## src/rtl/cpbp_pkg.sv

```systemverilog
// ----------------------------------------------------------------------------
// cpbp_pkg
// Shared types, codes and helpers of the control packet byte parser.
// ----------------------------------------------------------------------------
`default_nettype none

package cpbp_pkg;

  localparam int DATA_W  = 8;
  localparam int KIND_W  = 3;
  localparam int JOY_W   = 3;
  localparam int ELEM_W  = 6;
  localparam int VALUE_W = 32;

  // Result kinds
  localparam logic [KIND_W-1:0] KIND_SEQUENCE = 3'd0;
  localparam logic [KIND_W-1:0] KIND_MODE     = 3'd1;
  localparam logic [KIND_W-1:0] KIND_STOP     = 3'd2;
  localparam logic [KIND_W-1:0] KIND_STATION  = 3'd3;
  localparam logic [KIND_W-1:0] KIND_AXIS     = 3'd4;
  localparam logic [KIND_W-1:0] KIND_BUTTONS  = 3'd5;
  localparam logic [KIND_W-1:0] KIND_POV      = 3'd6;

  // Robot mode codes
  localparam logic [1:0] MODE_DISABLED = 2'd0;
  localparam logic [1:0] MODE_TELEOP   = 2'd1;
  localparam logic [1:0] MODE_AUTO     = 2'd2;
  localparam logic [1:0] MODE_TEST     = 2'd3;

  // Stop request values
  localparam logic [VALUE_W-1:0] STOP_RESTART = 32'd0;
  localparam logic [VALUE_W-1:0] STOP_ESTOP   = 32'd1;

  localparam logic [DATA_W-1:0] JOY_TAG   = 8'h0c;
  localparam logic [7:0]        MASK_KEEP = 8'd4;   // mask bytes kept
  localparam logic [7:0]        BTN_CAP   = 8'd32;  // reported button count cap

  typedef enum logic [3:0] {
    PH_SEQ_HI     = 4'd0,
    PH_SEQ_LO     = 4'd1,
    PH_VERSION    = 4'd2,
    PH_CONTROL    = 4'd3,
    PH_REQUEST    = 4'd4,
    PH_STATION    = 4'd5,
    PH_REC_SIZE   = 4'd6,
    PH_TAG        = 4'd7,
    PH_AXIS_COUNT = 4'd8,
    PH_AXIS       = 4'd9,
    PH_BTN_COUNT  = 4'd10,
    PH_BTN_MASK   = 4'd11,
    PH_POV_COUNT  = 4'd12,
    PH_POV        = 4'd13,
    PH_PAD        = 4'd14,
    PH_IDLE       = 4'd15
  } phase_t;

  typedef struct packed {
    logic [KIND_W-1:0]  field_kind;
    logic [JOY_W-1:0]   joystick_number;
    logic [ELEM_W-1:0]  element_number;
    logic [VALUE_W-1:0] field_value;
  } payload_t;

  typedef struct packed {
    logic     valid;
    payload_t data;
  } result_t;

  // Alliance station: b mod 3 plus 1, by folding base-4 digits (4 = 1 mod 3).
  function automatic logic [1:0] station_of(logic [7:0] b);
    logic [3:0] s;
    logic [2:0] t;
    logic [2:0] u;
    s = 4'(b[7:6]) + 4'(b[5:4]) + 4'(b[3:2]) + 4'(b[1:0]);
    t = 3'(s[3:2]) + 3'(s[1:0]);
    u = 3'(t[2]) + 3'(t[1:0]);
    if (u >= 3'd3) begin
      u = u - 3'd3;
    end
    return u[1:0] + 2'd1;
  endfunction

endpackage

`default_nettype wire

```

## src/rtl/cpbp_in_if.sv

```systemverilog
// ----------------------------------------------------------------------------
// cpbp_in_if
// Byte channel into the parser: one datagram byte and its last-byte flag.
// ----------------------------------------------------------------------------
`default_nettype none

interface cpbp_in_if;
  logic                         valid;
  logic                         ready;
  logic [cpbp_pkg::DATA_W-1:0]  data_byte;
  logic                         last_byte;

  modport source (output valid, output data_byte, output last_byte, input ready);
  modport sink   (input valid, input data_byte, input last_byte, output ready);
endinterface

`default_nettype wire

```

## src/rtl/cpbp_out_if.sv

```systemverilog
// ----------------------------------------------------------------------------
// cpbp_out_if
// Result channel out of the parser: one decoded field per transaction.
// ----------------------------------------------------------------------------
`default_nettype none

interface cpbp_out_if;
  logic                          valid;
  logic                          ready;
  logic [cpbp_pkg::KIND_W-1:0]   field_kind;
  logic [cpbp_pkg::JOY_W-1:0]    joystick_number;
  logic [cpbp_pkg::ELEM_W-1:0]   element_number;
  logic [cpbp_pkg::VALUE_W-1:0]  field_value;

  modport source (output valid, output field_kind, output joystick_number,
                  output element_number, output field_value, input ready);
  modport sink   (input valid, input field_kind, input joystick_number,
                  input element_number, input field_value, output ready);
endinterface

`default_nettype wire

```

## src/rtl/cpbp_decoder.sv

```systemverilog
// ----------------------------------------------------------------------------
// cpbp_decoder
// Parse state registers and the per-byte decode; forms at most one result.
// ----------------------------------------------------------------------------
`default_nettype none

module cpbp_decoder #(
  parameter int MAX_JOYSTICKS = 6,
  parameter int MAX_AXES      = 16,
  parameter int MAX_POVS      = 4
) (
  input  wire logic                         clk,
  input  wire logic                         rst_n,
  input  wire logic                         accept,
  input  wire logic [cpbp_pkg::DATA_W-1:0]  data_byte,
  input  wire logic                         last_byte,
  output cpbp_pkg::result_t                 res
);

  localparam int JW       = $clog2(MAX_JOYSTICKS + 1);
  localparam int JOY_OUT  = cpbp_pkg::JOY_W;
  localparam int VAL_W    = cpbp_pkg::VALUE_W;

  cpbp_pkg::phase_t phase_r, phase_nxt;
  logic [7:0]       rec_left_r, rec_left_nxt;
  logic [JW-1:0]    joy_r, joy_nxt;
  logic [7:0]       cnt_r, cnt_nxt;
  logic [7:0]       elem_r, elem_nxt;
  logic [7:0]       btn_cnt_r, btn_cnt_nxt;
  logic [31:0]      mask_r, mask_nxt;
  logic [7:0]       held_r, held_nxt;
  logic             estop_r, estop_nxt;   // control bit 7 of this packet
  logic             pov_hi_done_r, pov_hi_done_nxt;

  logic             in_record;
  logic             joy_ok;
  logic [1:0]       mode_code;
  logic [8:0]       btn_sum;
  logic [7:0]       cnt_dec;

  assign joy_ok  = joy_r < JW'(MAX_JOYSTICKS);
  assign btn_sum = {1'b0, data_byte} + 9'd7;
  assign cnt_dec = cnt_r - 8'd1;

  always_comb begin
    phase_nxt       = phase_r;
    rec_left_nxt    = rec_left_r;
    joy_nxt         = joy_r;
    cnt_nxt         = cnt_r;
    elem_nxt        = elem_r;
    btn_cnt_nxt     = btn_cnt_r;
    mask_nxt        = mask_r;
    held_nxt        = held_r;
    estop_nxt       = estop_r;
    pov_hi_done_nxt = pov_hi_done_r;
    mode_code       = cpbp_pkg::MODE_DISABLED;
    res             = '0;

    in_record = (phase_r >= cpbp_pkg::PH_TAG) && (phase_r <= cpbp_pkg::PH_PAD);
    if (in_record) begin
      rec_left_nxt = rec_left_r - 8'd1;
    end

    unique case (phase_r)
      cpbp_pkg::PH_SEQ_HI: begin
        held_nxt  = data_byte;
        phase_nxt = cpbp_pkg::PH_SEQ_LO;
      end
      cpbp_pkg::PH_SEQ_LO: begin
        res.valid            = 1'b1;
        res.data.field_kind  = cpbp_pkg::KIND_SEQUENCE;
        res.data.field_value = {16'd0, held_r, data_byte};
        phase_nxt            = cpbp_pkg::PH_VERSION;
      end
      cpbp_pkg::PH_VERSION: begin
        phase_nxt = (data_byte != 8'd0) ? cpbp_pkg::PH_CONTROL : cpbp_pkg::PH_IDLE;
      end
      cpbp_pkg::PH_CONTROL: begin
        estop_nxt = data_byte[7];
        if (data_byte[2]) begin
          priority if (data_byte[0]) begin
            mode_code = cpbp_pkg::MODE_TEST;
          end else if (data_byte[1]) begin
            mode_code = cpbp_pkg::MODE_AUTO;
          end else begin
            mode_code = cpbp_pkg::MODE_TELEOP;
          end
        end
        res.valid            = 1'b1;
        res.data.field_kind  = cpbp_pkg::KIND_MODE;
        res.data.field_value = {29'd0, data_byte[3], mode_code};
        phase_nxt            = cpbp_pkg::PH_REQUEST;
      end
      cpbp_pkg::PH_REQUEST: begin
        priority if (data_byte[3] || data_byte[2]) begin
          res.valid            = 1'b1;
          res.data.field_kind  = cpbp_pkg::KIND_STOP;
          res.data.field_value = cpbp_pkg::STOP_RESTART;
          phase_nxt            = cpbp_pkg::PH_IDLE;
        end else if (estop_r) begin
          res.valid            = 1'b1;
          res.data.field_kind  = cpbp_pkg::KIND_STOP;
          res.data.field_value = cpbp_pkg::STOP_ESTOP;
          phase_nxt            = cpbp_pkg::PH_IDLE;
        end else begin
          phase_nxt = cpbp_pkg::PH_STATION;
        end
      end
      cpbp_pkg::PH_STATION: begin
        res.valid            = 1'b1;
        res.data.field_kind  = cpbp_pkg::KIND_STATION;
        res.data.field_value = VAL_W'(cpbp_pkg::station_of(data_byte));
        phase_nxt            = cpbp_pkg::PH_REC_SIZE;
      end
      cpbp_pkg::PH_REC_SIZE: begin
        if (data_byte == 8'd0) begin
          phase_nxt = cpbp_pkg::PH_IDLE;
        end else begin
          rec_left_nxt = data_byte;
          phase_nxt    = cpbp_pkg::PH_TAG;
        end
      end
      cpbp_pkg::PH_TAG: begin
        phase_nxt = (data_byte == cpbp_pkg::JOY_TAG) ? cpbp_pkg::PH_AXIS_COUNT
                                                      : cpbp_pkg::PH_IDLE;
      end
      cpbp_pkg::PH_AXIS_COUNT: begin
        cnt_nxt   = data_byte;
        elem_nxt  = 8'd0;
        phase_nxt = (data_byte != 8'd0) ? cpbp_pkg::PH_AXIS : cpbp_pkg::PH_BTN_COUNT;
      end
      cpbp_pkg::PH_AXIS: begin
        if (joy_ok && (elem_r < 8'(MAX_AXES))) begin
          res.valid                = 1'b1;
          res.data.field_kind      = cpbp_pkg::KIND_AXIS;
          res.data.joystick_number = JOY_OUT'(joy_r);
          res.data.element_number  = elem_r[5:0];
          res.data.field_value     = {24'd0, data_byte};
        end
        elem_nxt = elem_r + 8'd1;
        cnt_nxt  = cnt_dec;
        if (cnt_dec == 8'd0) begin
          phase_nxt = cpbp_pkg::PH_BTN_COUNT;
        end
      end
      cpbp_pkg::PH_BTN_COUNT: begin
        btn_cnt_nxt = data_byte;
        mask_nxt    = 32'd0;
        elem_nxt    = 8'd0;
        cnt_nxt     = {2'b00, btn_sum[8:3]};
        if (btn_sum[8:3] == 6'd0) begin
          if (joy_ok) begin
            res.valid                = 1'b1;
            res.data.field_kind      = cpbp_pkg::KIND_BUTTONS;
            res.data.joystick_number = JOY_OUT'(joy_r);
          end
          phase_nxt = cpbp_pkg::PH_POV_COUNT;
        end else begin
          phase_nxt = cpbp_pkg::PH_BTN_MASK;
        end
      end
      cpbp_pkg::PH_BTN_MASK: begin
        if (elem_r < cpbp_pkg::MASK_KEEP) begin
          mask_nxt = {mask_r[23:0], data_byte};
        end
        elem_nxt = elem_r + 8'd1;
        cnt_nxt  = cnt_dec;
        if (cnt_dec == 8'd0) begin
          if (joy_ok) begin
            res.valid                = 1'b1;
            res.data.field_kind      = cpbp_pkg::KIND_BUTTONS;
            res.data.joystick_number = JOY_OUT'(joy_r);
            res.data.element_number  = (btn_cnt_r > cpbp_pkg::BTN_CAP)
                                       ? cpbp_pkg::BTN_CAP[5:0] : btn_cnt_r[5:0];
            res.data.field_value     = mask_nxt;
          end
          phase_nxt = cpbp_pkg::PH_POV_COUNT;
        end
      end
      cpbp_pkg::PH_POV_COUNT: begin
        cnt_nxt         = data_byte;
        elem_nxt        = 8'd0;
        pov_hi_done_nxt = 1'b0;
        phase_nxt = (data_byte != 8'd0) ? cpbp_pkg::PH_POV : cpbp_pkg::PH_PAD;
      end
      cpbp_pkg::PH_POV: begin
        if (!pov_hi_done_r) begin
          held_nxt        = data_byte;
          pov_hi_done_nxt = 1'b1;
        end else begin
          pov_hi_done_nxt = 1'b0;
          if (joy_ok && (elem_r < 8'(MAX_POVS))) begin
            res.valid                = 1'b1;
            res.data.field_kind      = cpbp_pkg::KIND_POV;
            res.data.joystick_number = JOY_OUT'(joy_r);
            res.data.element_number  = elem_r[5:0];
            res.data.field_value     = {16'd0, held_r, data_byte};
          end
          elem_nxt = elem_r + 8'd1;
          cnt_nxt  = cnt_dec;
          if (cnt_dec == 8'd0) begin
            phase_nxt = cpbp_pkg::PH_PAD;
          end
        end
      end
      cpbp_pkg::PH_PAD, cpbp_pkg::PH_IDLE: begin
      end
      default: begin
      end
    endcase

    // record used up: step to the next record's size byte
    if (in_record && (phase_nxt != cpbp_pkg::PH_IDLE) && (rec_left_nxt == 8'd0)) begin
      if (joy_ok) begin
        joy_nxt = joy_r + JW'(1);
      end
      phase_nxt = cpbp_pkg::PH_REC_SIZE;
    end

    if (last_byte) begin
      phase_nxt       = cpbp_pkg::PH_SEQ_HI;
      rec_left_nxt    = 8'd0;
      joy_nxt         = '0;
      cnt_nxt         = 8'd0;
      elem_nxt        = 8'd0;
      btn_cnt_nxt     = 8'd0;
      estop_nxt       = 1'b0;
      pov_hi_done_nxt = 1'b0;
    end
  end

  always_ff @(posedge clk) begin
    if (!rst_n) begin
      phase_r       <= cpbp_pkg::PH_SEQ_HI;
      rec_left_r    <= 8'd0;
      joy_r         <= '0;
      cnt_r         <= 8'd0;
      elem_r        <= 8'd0;
      btn_cnt_r     <= 8'd0;
      estop_r       <= 1'b0;
      pov_hi_done_r <= 1'b0;
    end else if (accept) begin
      phase_r       <= phase_nxt;
      rec_left_r    <= rec_left_nxt;
      joy_r         <= joy_nxt;
      cnt_r         <= cnt_nxt;
      elem_r        <= elem_nxt;
      btn_cnt_r     <= btn_cnt_nxt;
      estop_r       <= estop_nxt;
      pov_hi_done_r <= pov_hi_done_nxt;
    end
  end

  // held byte and mask are always written before they are read
  always_ff @(posedge clk) begin
    if (accept) begin
      mask_r <= mask_nxt;
      held_r <= held_nxt;
    end
  end

`ifndef SYNTHESIS
  a_joy_saturates: assert property (@(posedge clk) disable iff (!rst_n)
    joy_r <= JW'(MAX_JOYSTICKS))
    else $error("joystick index ran past its limit");

  a_joy_result_in_range: assert property (@(posedge clk) disable iff (!rst_n)
    (res.valid && (res.data.field_kind == cpbp_pkg::KIND_AXIS ||
                   res.data.field_kind == cpbp_pkg::KIND_BUTTONS ||
                   res.data.field_kind == cpbp_pkg::KIND_POV))
    |-> joy_r < JW'(MAX_JOYSTICKS))
    else $error("joystick result beyond joystick limit");

  a_last_restarts: assert property (@(posedge clk) disable iff (!rst_n)
    (accept && last_byte) |=> phase_r == cpbp_pkg::PH_SEQ_HI)
    else $error("parser did not restart after last byte");

  a_count_live: assert property (@(posedge clk) disable iff (!rst_n)
    (phase_r == cpbp_pkg::PH_AXIS || phase_r == cpbp_pkg::PH_BTN_MASK ||
     phase_r == cpbp_pkg::PH_POV) |-> cnt_r != 8'd0)
    else $error("field count empty inside a field list");
`endif

endmodule

`default_nettype wire

```

## src/rtl/cpbp_out_buf.sv

```systemverilog
// ----------------------------------------------------------------------------
// cpbp_out_buf
// Two-entry result buffer; registers results and decouples receiver stalls.
// ----------------------------------------------------------------------------
`default_nettype none

module cpbp_out_buf (
  input  wire logic               clk,
  input  wire logic               rst_n,
  input  wire logic               push,
  input  wire cpbp_pkg::payload_t push_data,
  output logic                    not_full,
  output logic                    pop_valid,
  input  wire logic               pop_ready,
  output cpbp_pkg::payload_t      pop_data
);

  cpbp_pkg::payload_t mem_r [2];
  logic               wr_ptr_r, wr_ptr_nxt;
  logic               rd_ptr_r, rd_ptr_nxt;
  logic [1:0]         count_r, count_nxt;
  logic               pop;

  assign not_full  = count_r != 2'd2;
  assign pop_valid = count_r != 2'd0;
  assign pop       = pop_valid && pop_ready;
  assign pop_data  = mem_r[rd_ptr_r];

  always_comb begin
    wr_ptr_nxt = push ? ~wr_ptr_r : wr_ptr_r;
    rd_ptr_nxt = pop ? ~rd_ptr_r : rd_ptr_r;
    count_nxt  = count_r + {1'b0, push} - {1'b0, pop};
  end

  always_ff @(posedge clk) begin
    if (!rst_n) begin
      wr_ptr_r <= 1'b0;
      rd_ptr_r <= 1'b0;
      count_r  <= 2'd0;
    end else begin
      wr_ptr_r <= wr_ptr_nxt;
      rd_ptr_r <= rd_ptr_nxt;
      count_r  <= count_nxt;
    end
  end

  always_ff @(posedge clk) begin
    if (push) begin
      mem_r[wr_ptr_r] <= push_data;
    end
  end

endmodule

`default_nettype wire

```

## src/rtl/control_packet_byte_parser.sv

```systemverilog
// ----------------------------------------------------------------------------
// control_packet_byte_parser
// Byte-wise decoder of control datagrams into sequence, mode, stop, station,
// axis, button and POV fields.
// ----------------------------------------------------------------------------
// Usage:
//   in_if  : one datagram byte per transaction, last_byte set on the final one.
//   out_if : at most one decoded field per input byte, in byte order.
//   in_if.ready stays high at a sustained rate of one byte per clock as long
//   as out_if is drained.
//   A field is registered into a two-entry result buffer when the byte that
//   completes it is taken, and is offered on out_if from there.
//   When the receiver stalls, the buffer holds up to two pending fields and
//   bytes that produce no field keep flowing; in_if.ready drops only while
//   the buffer is full.
//   Reset (rst_n low, synchronous) empties the buffer and leaves the parser
//   waiting for the first header byte; a byte flagged last_byte does the same
//   for the parse state after it is decoded.
//   Records past MAX_JOYSTICKS, axes past MAX_AXES and POVs past MAX_POVS are
//   parsed and dropped.
// ----------------------------------------------------------------------------
`default_nettype none

module control_packet_byte_parser #(
  parameter int MAX_JOYSTICKS = 6,
  parameter int MAX_AXES      = 16,
  parameter int MAX_POVS      = 4
) (
  input  wire logic  clk,
  input  wire logic  rst_n,
  cpbp_in_if.sink    in_if,
  cpbp_out_if.source out_if
);

  cpbp_pkg::result_t  res;
  cpbp_pkg::payload_t out_data;
  logic               accept;
  logic               buf_not_full;

  assign in_if.ready = buf_not_full;
  assign accept      = in_if.valid && buf_not_full;

  cpbp_decoder #(
    .MAX_JOYSTICKS (MAX_JOYSTICKS),
    .MAX_AXES      (MAX_AXES),
    .MAX_POVS      (MAX_POVS)
  ) u_decoder (
    .clk       (clk),
    .rst_n     (rst_n),
    .accept    (accept),
    .data_byte (in_if.data_byte),
    .last_byte (in_if.last_byte),
    .res       (res)
  );

  cpbp_out_buf u_out_buf (
    .clk       (clk),
    .rst_n     (rst_n),
    .push      (accept && res.valid),
    .push_data (res.data),
    .not_full  (buf_not_full),
    .pop_valid (out_if.valid),
    .pop_ready (out_if.ready),
    .pop_data  (out_data)
  );

  assign out_if.field_kind      = out_data.field_kind;
  assign out_if.joystick_number = out_data.joystick_number;
  assign out_if.element_number  = out_data.element_number;
  assign out_if.field_value     = out_data.field_value;

endmodule

`default_nettype wire
```

## src/flat_wrapper.sv

```systemverilog
// flat-port wrapper written by rule: the top's interface ports become plain ports
module control_packet_byte_parser_flat 
#(
  parameter int MAX_JOYSTICKS = 6,
  parameter int MAX_AXES      = 16,
  parameter int MAX_POVS      = 4
)
  (clk, rst_n, in_if_valid, in_if_data_byte, in_if_last_byte, in_if_ready, out_if_valid, out_if_field_kind, out_if_joystick_number, out_if_element_number, out_if_field_value, out_if_ready);
  cpbp_in_if in_if_i ();
  cpbp_out_if out_if_i ();
  input  wire logic clk;
  input  wire logic rst_n;
  input wire logic [$bits(in_if_i.valid)-1:0] in_if_valid;
  input wire logic [$bits(in_if_i.data_byte)-1:0] in_if_data_byte;
  input wire logic [$bits(in_if_i.last_byte)-1:0] in_if_last_byte;
  output wire logic [$bits(in_if_i.ready)-1:0] in_if_ready;
  output wire logic [$bits(out_if_i.valid)-1:0] out_if_valid;
  output wire logic [$bits(out_if_i.field_kind)-1:0] out_if_field_kind;
  output wire logic [$bits(out_if_i.joystick_number)-1:0] out_if_joystick_number;
  output wire logic [$bits(out_if_i.element_number)-1:0] out_if_element_number;
  output wire logic [$bits(out_if_i.field_value)-1:0] out_if_field_value;
  input wire logic [$bits(out_if_i.ready)-1:0] out_if_ready;
  assign in_if_i.valid = in_if_valid;
  assign in_if_i.data_byte = in_if_data_byte;
  assign in_if_i.last_byte = in_if_last_byte;
  assign in_if_ready = in_if_i.ready;
  assign out_if_valid = out_if_i.valid;
  assign out_if_field_kind = out_if_i.field_kind;
  assign out_if_joystick_number = out_if_i.joystick_number;
  assign out_if_element_number = out_if_i.element_number;
  assign out_if_field_value = out_if_i.field_value;
  assign out_if_i.ready = out_if_ready;
  control_packet_byte_parser #(.MAX_JOYSTICKS(MAX_JOYSTICKS), .MAX_AXES(MAX_AXES), .MAX_POVS(MAX_POVS)) u_core (.clk(clk), .rst_n(rst_n), .in_if(in_if_i), .out_if(out_if_i));
endmodule
```

## config.mk

```make
export PLATFORM = sky130hd
export DESIGN_NAME = control_packet_byte_parser_flat
export DESIGN_NICKNAME = d
export VERILOG_FILES = /design/src/rtl/cpbp_pkg.sv /design/src/rtl/cpbp_in_if.sv /design/src/rtl/cpbp_out_if.sv /design/src/rtl/cpbp_decoder.sv /design/src/rtl/cpbp_out_buf.sv /design/src/rtl/control_packet_byte_parser.sv /design/src/flat_wrapper.sv
export SDC_FILE = /design/constraint.sdc
export NUM_CORES = 1
export LEC_CHECK = 0
export ABC_CLOCK_PERIOD_IN_PS = 6600
export CAP_MARGIN = 20
export CORE_ASPECT_RATIO = 1.75
export CORE_MARGIN = 5
export CORE_UTILIZATION = 65
export DETAILED_ROUTE_END_ITERATION = 8
export DONT_BUFFER_PORTS = 1
export PLACE_DENSITY = 0.77
export SYNTH_ARGS = -nofsm -noshare
export SYNTH_HDL_FRONTEND = slang
export SYNTH_SLANG_ARGS = --single-unit
```

## constraint.sdc

```tcl
create_clock -name clk -period 6.6 [get_ports clk]
set_input_delay 0.66 -clock clk [delete_from_list [all_inputs] [get_ports clk]]
set_output_delay 0.66 -clock clk [all_outputs]
set_load 0.005 [all_outputs]
```

# --- Yosys cells after proc, flatten, opt, wreduce, memory -nomap -nowiden ---
# Memories as Yosys holds them, arrays and structs flattened. A register that Yosys moved wholly into a read port is not among the register bits.
# Index checks and enable logic that the tools add are counted.
classes:
  add_sub_neg: 14
  n_mux: 64
  reduce_logical: 36
  bitwise: 2
  order_cmp: 7
  n_eq_ne: 18
ops:
  columns: ["operator", "n"]
  rows:
  - ["two-way mux 45 bit", 5]
  - ["one-hot mux 32 bit (7 select lines)", 1]
  - ["two-way mux 8 bit", 11]
  - ["one-hot mux 32 bit (2 select lines)", 1]
  - ["one-hot mux 4 bit (14 select lines)", 1]
  - ["two-way mux 4 bit", 12]
  - ["two-way mux 32 bit", 1]
  - ["one-hot mux 4 bit (8 select lines)", 1]
  - ["one-hot mux 8 bit (4 select lines)", 1]
  - ["equality test 4 bit, second input constant", 6]
  - ["zero test 8 bit", 3]
  - ["one-hot mux 8 bit (3 select lines)", 1]
  - ["one-hot mux 6 bit (3 select lines)", 1]
  - ["equality test 4 x 3 -> 1 bit, second input constant", 4]
  - ["one-hot mux 8 bit (2 select lines)", 1]
  - ["subtractor 8 x 1 -> 8 bit, second input constant", 2]
  - ["two-way mux 3 bit", 5]
  - ["two-way mux 2 bit", 7]
  - ["two-way mux 7 bit", 2]
  - ["nonzero test 2 bit", 7]
  - ["one-hot mux 3 bit (4 select lines)", 1]
  - ["AND reduction 3 bit", 4]
  - ["two-way mux 1 bit", 10]
  - ["adder 8 x 3 -> 9 bit, second input constant", 1]
  - ["37 further kinds", 52]
totals:
  output_inout_bits: 46
  input_bits: 13
  mem_bits_rw: 88
  n_memories: 1
  reg_bits: 85
  wordCells: 155
mem_list:
  columns: ["name", "words", "width", "read_ports", "rd_ports_with_merged_regs", "write_ports", "line", "rtl"]
  rows:
  - ["u_core.u_out_buf.mem_r", 2, 44, 1, 1, 1, "cpbp_out_buf.sv:18", "cpbp_pkg::payload_t mem_r [2];"]

# --- Depth between registers and ports, before layout ---
logic_depth:
  ltp_word: 10
  ltp_mapped: 17
  mapped_depth_nobuf: 17

# --- Hierarchy ---
# A second synthesis with hierarchy kept.
hier_totals:
  hier_cells: 775
  hier_area_um2: 9081.2
modules_own_cells:
  columns: ["module", "area_per_inst_um2", "instances", "cells_per_inst", "seq_area_each_um2"]
  rows:
  - ["cpbp_decoder", 5447.7, 1, 613, 2021.9]
  - ["cpbp_out_buf", 3621.0, 1, 160, 2742.6]
  - ["control_packet_byte_parser", 12.5, 1, 2, 0.0]

# --- Worst setup path before layout ---
# Ideal clock, no wire load.
synth_path:
  kind: "input -> register"
  startpoint: "input port in_if_data_byte[1]"
  endpoint: "memory u_core.u_out_buf.mem_r[0][1] (netlist name), data pin"
  slack_ns: 2.102
  cell_stages: 17
  path_buffers: 0
  arrival_time_ns: 4.227
  setup_ns: 0.271
  required_ns: 6.329
  cell_sequence: "fa_1 inv_1 fa_1 inv_1 ha_1 fa_1 ha_1 inv_1 fa_1 inv_1 ha_1 fa_1 nand2_1 o21ai_0 xnor2_1 a32oi_1 o21ai_0"
synth_rtl:
  columns: ["element", "line", "rtl"]
  rows:
  - ["start, declared", "flat_wrapper.sv:14", "input wire logic [$bits(in_if_i.data_byte)-1:0] in_if_data_byte;"]
  - ["end, declared", "cpbp_out_buf.sv:18", null]

==> load_flow_metrics.sql <==
INSERT INTO impl_metrics (metric_group, metric, value, unit) VALUES
('critical_path', 'timing.rr.start', 'u_core.u_decoder.cnt_r[0]', ''),
('critical_path', 'cp_data_required_time', '6.76', 'ns'),
('sta', 'max_freq', '230', 'MHz'),
('global_routing', 'grt_start_max_net_pins', '53', ''),
('logic_synthesis', 'yosys_most_used_dff', 'sky130_fd_sc_hd__edfxtp_1', ''),
('cts', 'cts_setup_buffers', '0', ''),
('status', 'run_status', 'completed', ''),
('die', 'floorplan.rows', '56', ''),
('critical_path', 'crit_path_top_delay_cell', 'sky130_fd_sc_hd__fa_1', ''),
('logic_synthesis', 'synth-edff-count', '128', ''),
('logic_synthesis', 'synth_cell_type_count', '68', ''),
('min_path', 'holdPathEnd', 'u_core.u_decoder.held_r[6]', ''),
('placement', 'dpl-instance-area', '8840', 'um^2'),
('critical_path', 'r2r.worst_path.cells', '10', ''),
('sta', 'final.period_utilization', '65.8', '%'),
('power', 'p_per_area', '284', 'nW/um^2'),
('sta', 'finalClockSkew', '0.0114', 'ns'),
('critical_path', 'critPathMaxFanout', '14', ''),
('logic_synthesis', 'synth_area_leader_cell', 'sky130_fd_sc_hd__edfxtp_1', ''),
('sta', 'finalWorstSetupSlack', '2.25', 'ns'),
('logic_synthesis', 'post_synth_inst_count', '794', ''),
('die', 'die_x', '97.8', 'um'),
('logic_synthesis', 'netlist.area_leader.share', '43.8', '%'),
('drt', 'total_wire_length', '20100', 'um'),
('die', 'die_outline_area', '16000', 'um^2'),
('sta', 'setup-tns-final', '0', 'ns'),
('layout', 'final_non_filler_cell_total', '954', ''),
('placement', 'detailedPlace.worstSlack', '1.82', 'ns'),
('critical_path', 'critical_path.cell_chain', 'fa_1, inv_1, fa_1, inv_1, ha_1, fa_1, ha_1, inv_1, fa_1, inv_1, ha_1, fa_1, nand2_1, o21ai_0, xnor2_1, a32oi_1, o21ai_0', ''),
('layout', 'syn2layout_area_growth', '7.90', '%'),
('logic_synthesis', 'synth_top_cells_by_area', 'sky130_fd_sc_hd__edfxtp_1 (44%), sky130_fd_sc_hd__dfxtp_1 (10%), sky130_fd_sc_hd__mux2_2 (5.6%)', ''),
('logic_synthesis', 'synthesized_area_per_cell', '11.0', 'um^2'),
('logic_synthesis', 'synth_sequential_area_ratio', '54.3', '%'),
('drt', 'drt_drc_violations_left', '0', ''),
('die', 'initial_core_util', '65.9', '%'),
('cts', 'cts.path.max_buffers', '2', ''),
('cts', 'cts_root_buffer', 'sky130_fd_sc_hd__clkbuf_16', ''),
('drt', 'post_drt_wl_per_cell', '21.1', 'um'),
('critical_path', 'timing.critical_path.to_type', 'flip-flop', ''),
('die', 'num_io_pins', '59', ''),
('sta', 'worst_slew_pin_slew', '1.03', 'ns'),
('critical_path', 'timing.critical_path.max_delay_family', 'adder cells', ''),
('critical_path', 'r2r-end', 'u_core.u_out_buf.mem_r[0][1]', ''),
('sta', 'hold_ws', '0.320', 'ns'),
('critical_path', 'crit_path_buffers_inverters', '4', ''),
('sta', 'final.min_clock_period', '4.35', 'ns'),
('power', 'leakage', '3.41', 'nW'),
('power', 'power.ir.vdd_worst', '229', 'uV'),
('global_routing', 'global_route.usage.total', '25.6', '%'),
('placement', 'place.port_buffers', '0', ''),
('flow_run', 'max_cap_viol_count', '0', ''),
('cts', 'cts_inserted_buffers', '17', ''),
('logic_synthesis', 'yosys_register_bits', '174', ''),
('critical_path', 'critical_path_arrival', '4.50', 'ns'),
('logic_synthesis', 'total_number_of_yosys_warnings', '0', ''),
('cts', 'cts_tree', 'yes', ''),
('logic_synthesis', 'synthesis.area', '8770', 'um^2'),
('cts', 'count_of_clock_tree_sinks', '174', ''),
('critical_path', 'ff2ff_setup_slack', '2.80', 'ns'),
('drt', 'total_via_count_in_the_routed_design', '6165', ''),
('layout', 'stdcell_area', '9460', 'um^2'),
('global_routing', 'grt.overflow.total', '0', ''),
('logic_synthesis', 'synthesis.nets', '825', ''),
('cts', 'clk_transition_reported_paths', '0.07', 'ns'),
('die', 'die_height', '164', 'um'),
('drt', 'drt_iter0_markers', '436', ''),
('critical_path', 'path_common_cell', 'sky130_fd_sc_hd__fa_1', ''),
('cts', 'htree_levels', '4', ''),
('min_path', 'worst_hold_startpoint', 'in_if_data_byte[6]', ''),
('drt', 'drt_first_pass_iters', '5', ''),
('placement', 'gp_routability_congestion', '0.988', '');
-- stage by stage --
step                utilization, %  power, mW
floorplan                        -       1.60
global placement              66.3       1.67
detailed placement            66.4       1.69
CTS                           71.1       2.71
global route                  71.1       2.79
finish                        71.1       2.69
-- worst max path at each step --
stage               slack, ns                           end  depth (start not counted)               start
floorplan                2.10  u_core.u_out_buf.mem_r[0][1]                         17  in_if_data_byte[1]
global placement         2.00  u_core.u_out_buf.mem_r[0][1]                         17  in_if_data_byte[1]
detailed placement       1.82  u_core.u_out_buf.mem_r[0][0]                         17  in_if_data_byte[1]
CTS                      2.25  u_core.u_out_buf.mem_r[1][0]                         17  in_if_data_byte[1]
global route             2.06  u_core.u_out_buf.mem_r[1][0]                         17  in_if_data_byte[1]
finish                   2.25  u_core.u_out_buf.mem_r[0][1]                         17  in_if_data_byte[1]
-- power breakdown --
| part | switching (mW) | internal [mW] |
|---|---|---|
| clock | 0.478 | 0.552 |
| combinational | 0.204 | 0.204 |
| sequential | 0.0566 | 1.19 |
-- synth_stat cells (21+ instances only) --
library cell / count
sky130_fd_sc_hd__nor3_1: 33
sky130_fd_sc_hd__nand2_1: 70
sky130_fd_sc_hd__o21ai_0: 35
sky130_fd_sc_hd__edfxtp_1: 128
sky130_fd_sc_hd__clkbuf_1: 41
sky130_fd_sc_hd__inv_1: 21
sky130_fd_sc_hd__a22oi_1: 21
sky130_fd_sc_hd__mux2_2: 44
sky130_fd_sc_hd__nor2_1: 54
sky130_fd_sc_hd__dfxtp_1: 46
sky130_fd_sc_hd__nor2b_1: 32
sky130_fd_sc_hd__a21oi_1: 37
-- routing by layer --
layer / vias to the layer above / wire length (um) / global-route usage, %
li1: 2881 / - / -
met1: 3010 / 7050 / 26.2
met2: 213 / 11100 / 47.8
met3: 61 / 814 / 4.79
met4: 0 / 1140 / 15.2
met5: - / 0 / 0
-- state kept, by name, indices dropped and copies added, names as in the netlist, named ones only --
signal                          count
u_core.u_decoder.pov_hi_done_r      1
u_core.u_decoder.joy_r              3
u_core.u_decoder.cnt_r              8
u_core.u_decoder.held_r             8
u_core.u_out_buf.rd_ptr_r           1
u_core.u_out_buf.mem_r             88
u_core.u_out_buf.wr_ptr_r           1
u_core.u_out_buf.count_r            2
u_core.u_decoder.phase_r            4
u_core.u_decoder.estop_r            1
u_core.u_decoder.elem_r             8
u_core.u_decoder.rec_left_r         8
u_core.u_decoder.btn_cnt_r          8
u_core.u_decoder.mask_r            32
-- cells in the final DEF (no fill, tap or decap), types with 6 or more instances in the layout --
cell type                   instances
sky130_fd_sc_hd__nor2b_1           32
sky130_fd_sc_hd__or4_1              6
sky130_fd_sc_hd__nand2_1           70
sky130_fd_sc_hd__xnor2_1           12
sky130_fd_sc_hd__a22o_1            19
sky130_fd_sc_hd__nor3_1            33
sky130_fd_sc_hd__fa_1               6
sky130_fd_sc_hd__and2_1            14
sky130_fd_sc_hd__nand3_1           11
sky130_fd_sc_hd__o21ai_0           35
sky130_fd_sc_hd__o31ai_1            6
sky130_fd_sc_hd__inv_1             21
sky130_fd_sc_hd__dfxtp_1           45
sky130_fd_sc_hd__nor2_1            54
sky130_fd_sc_hd__or3_1              8
sky130_fd_sc_hd__mux2i_1           17
sky130_fd_sc_hd__buf_4              9
sky130_fd_sc_hd__a21oi_1           37
sky130_fd_sc_hd__xor2_1            11
sky130_fd_sc_hd__edfxtp_1         128
sky130_fd_sc_hd__and3_1             9
sky130_fd_sc_hd__ha_1              12
sky130_fd_sc_hd__nand2b_1           6
sky130_fd_sc_hd__mux2_2            44
sky130_fd_sc_hd__a22oi_1           21
sky130_fd_sc_hd__clkbuf_16         17
-- cell families after synthesis --
group                      count (synthesis)  synth area share, %
and+or+nand+nor                          272                 16.0
DFF                                      174                 54.3
AOI/OAI and AO/OA                        170                 13.3
buffers and inverters                     76                 3.50
muxes                                     61                 7.59
xor gates and xnor gates                  23                 2.30
adders and majority gates                 18                 3.08
-- area by class of cell --
class / instances / area, um^2 / share of cell area [%]
multi-input combinational: 544 / 3710 / 39.2
tap: 174 / 218 / 2.30
sequential: 174 / 4770 / 50.4
inverter: 21 / 78.8 / 0.833
clock inverter: 15 / 200 / 2.12
timing repair buffer: 9 / 67.6 / 0.714
clock buffer: 17 / 425 / 4.49
No activity file was read; power rests on OpenSTA's default activity.
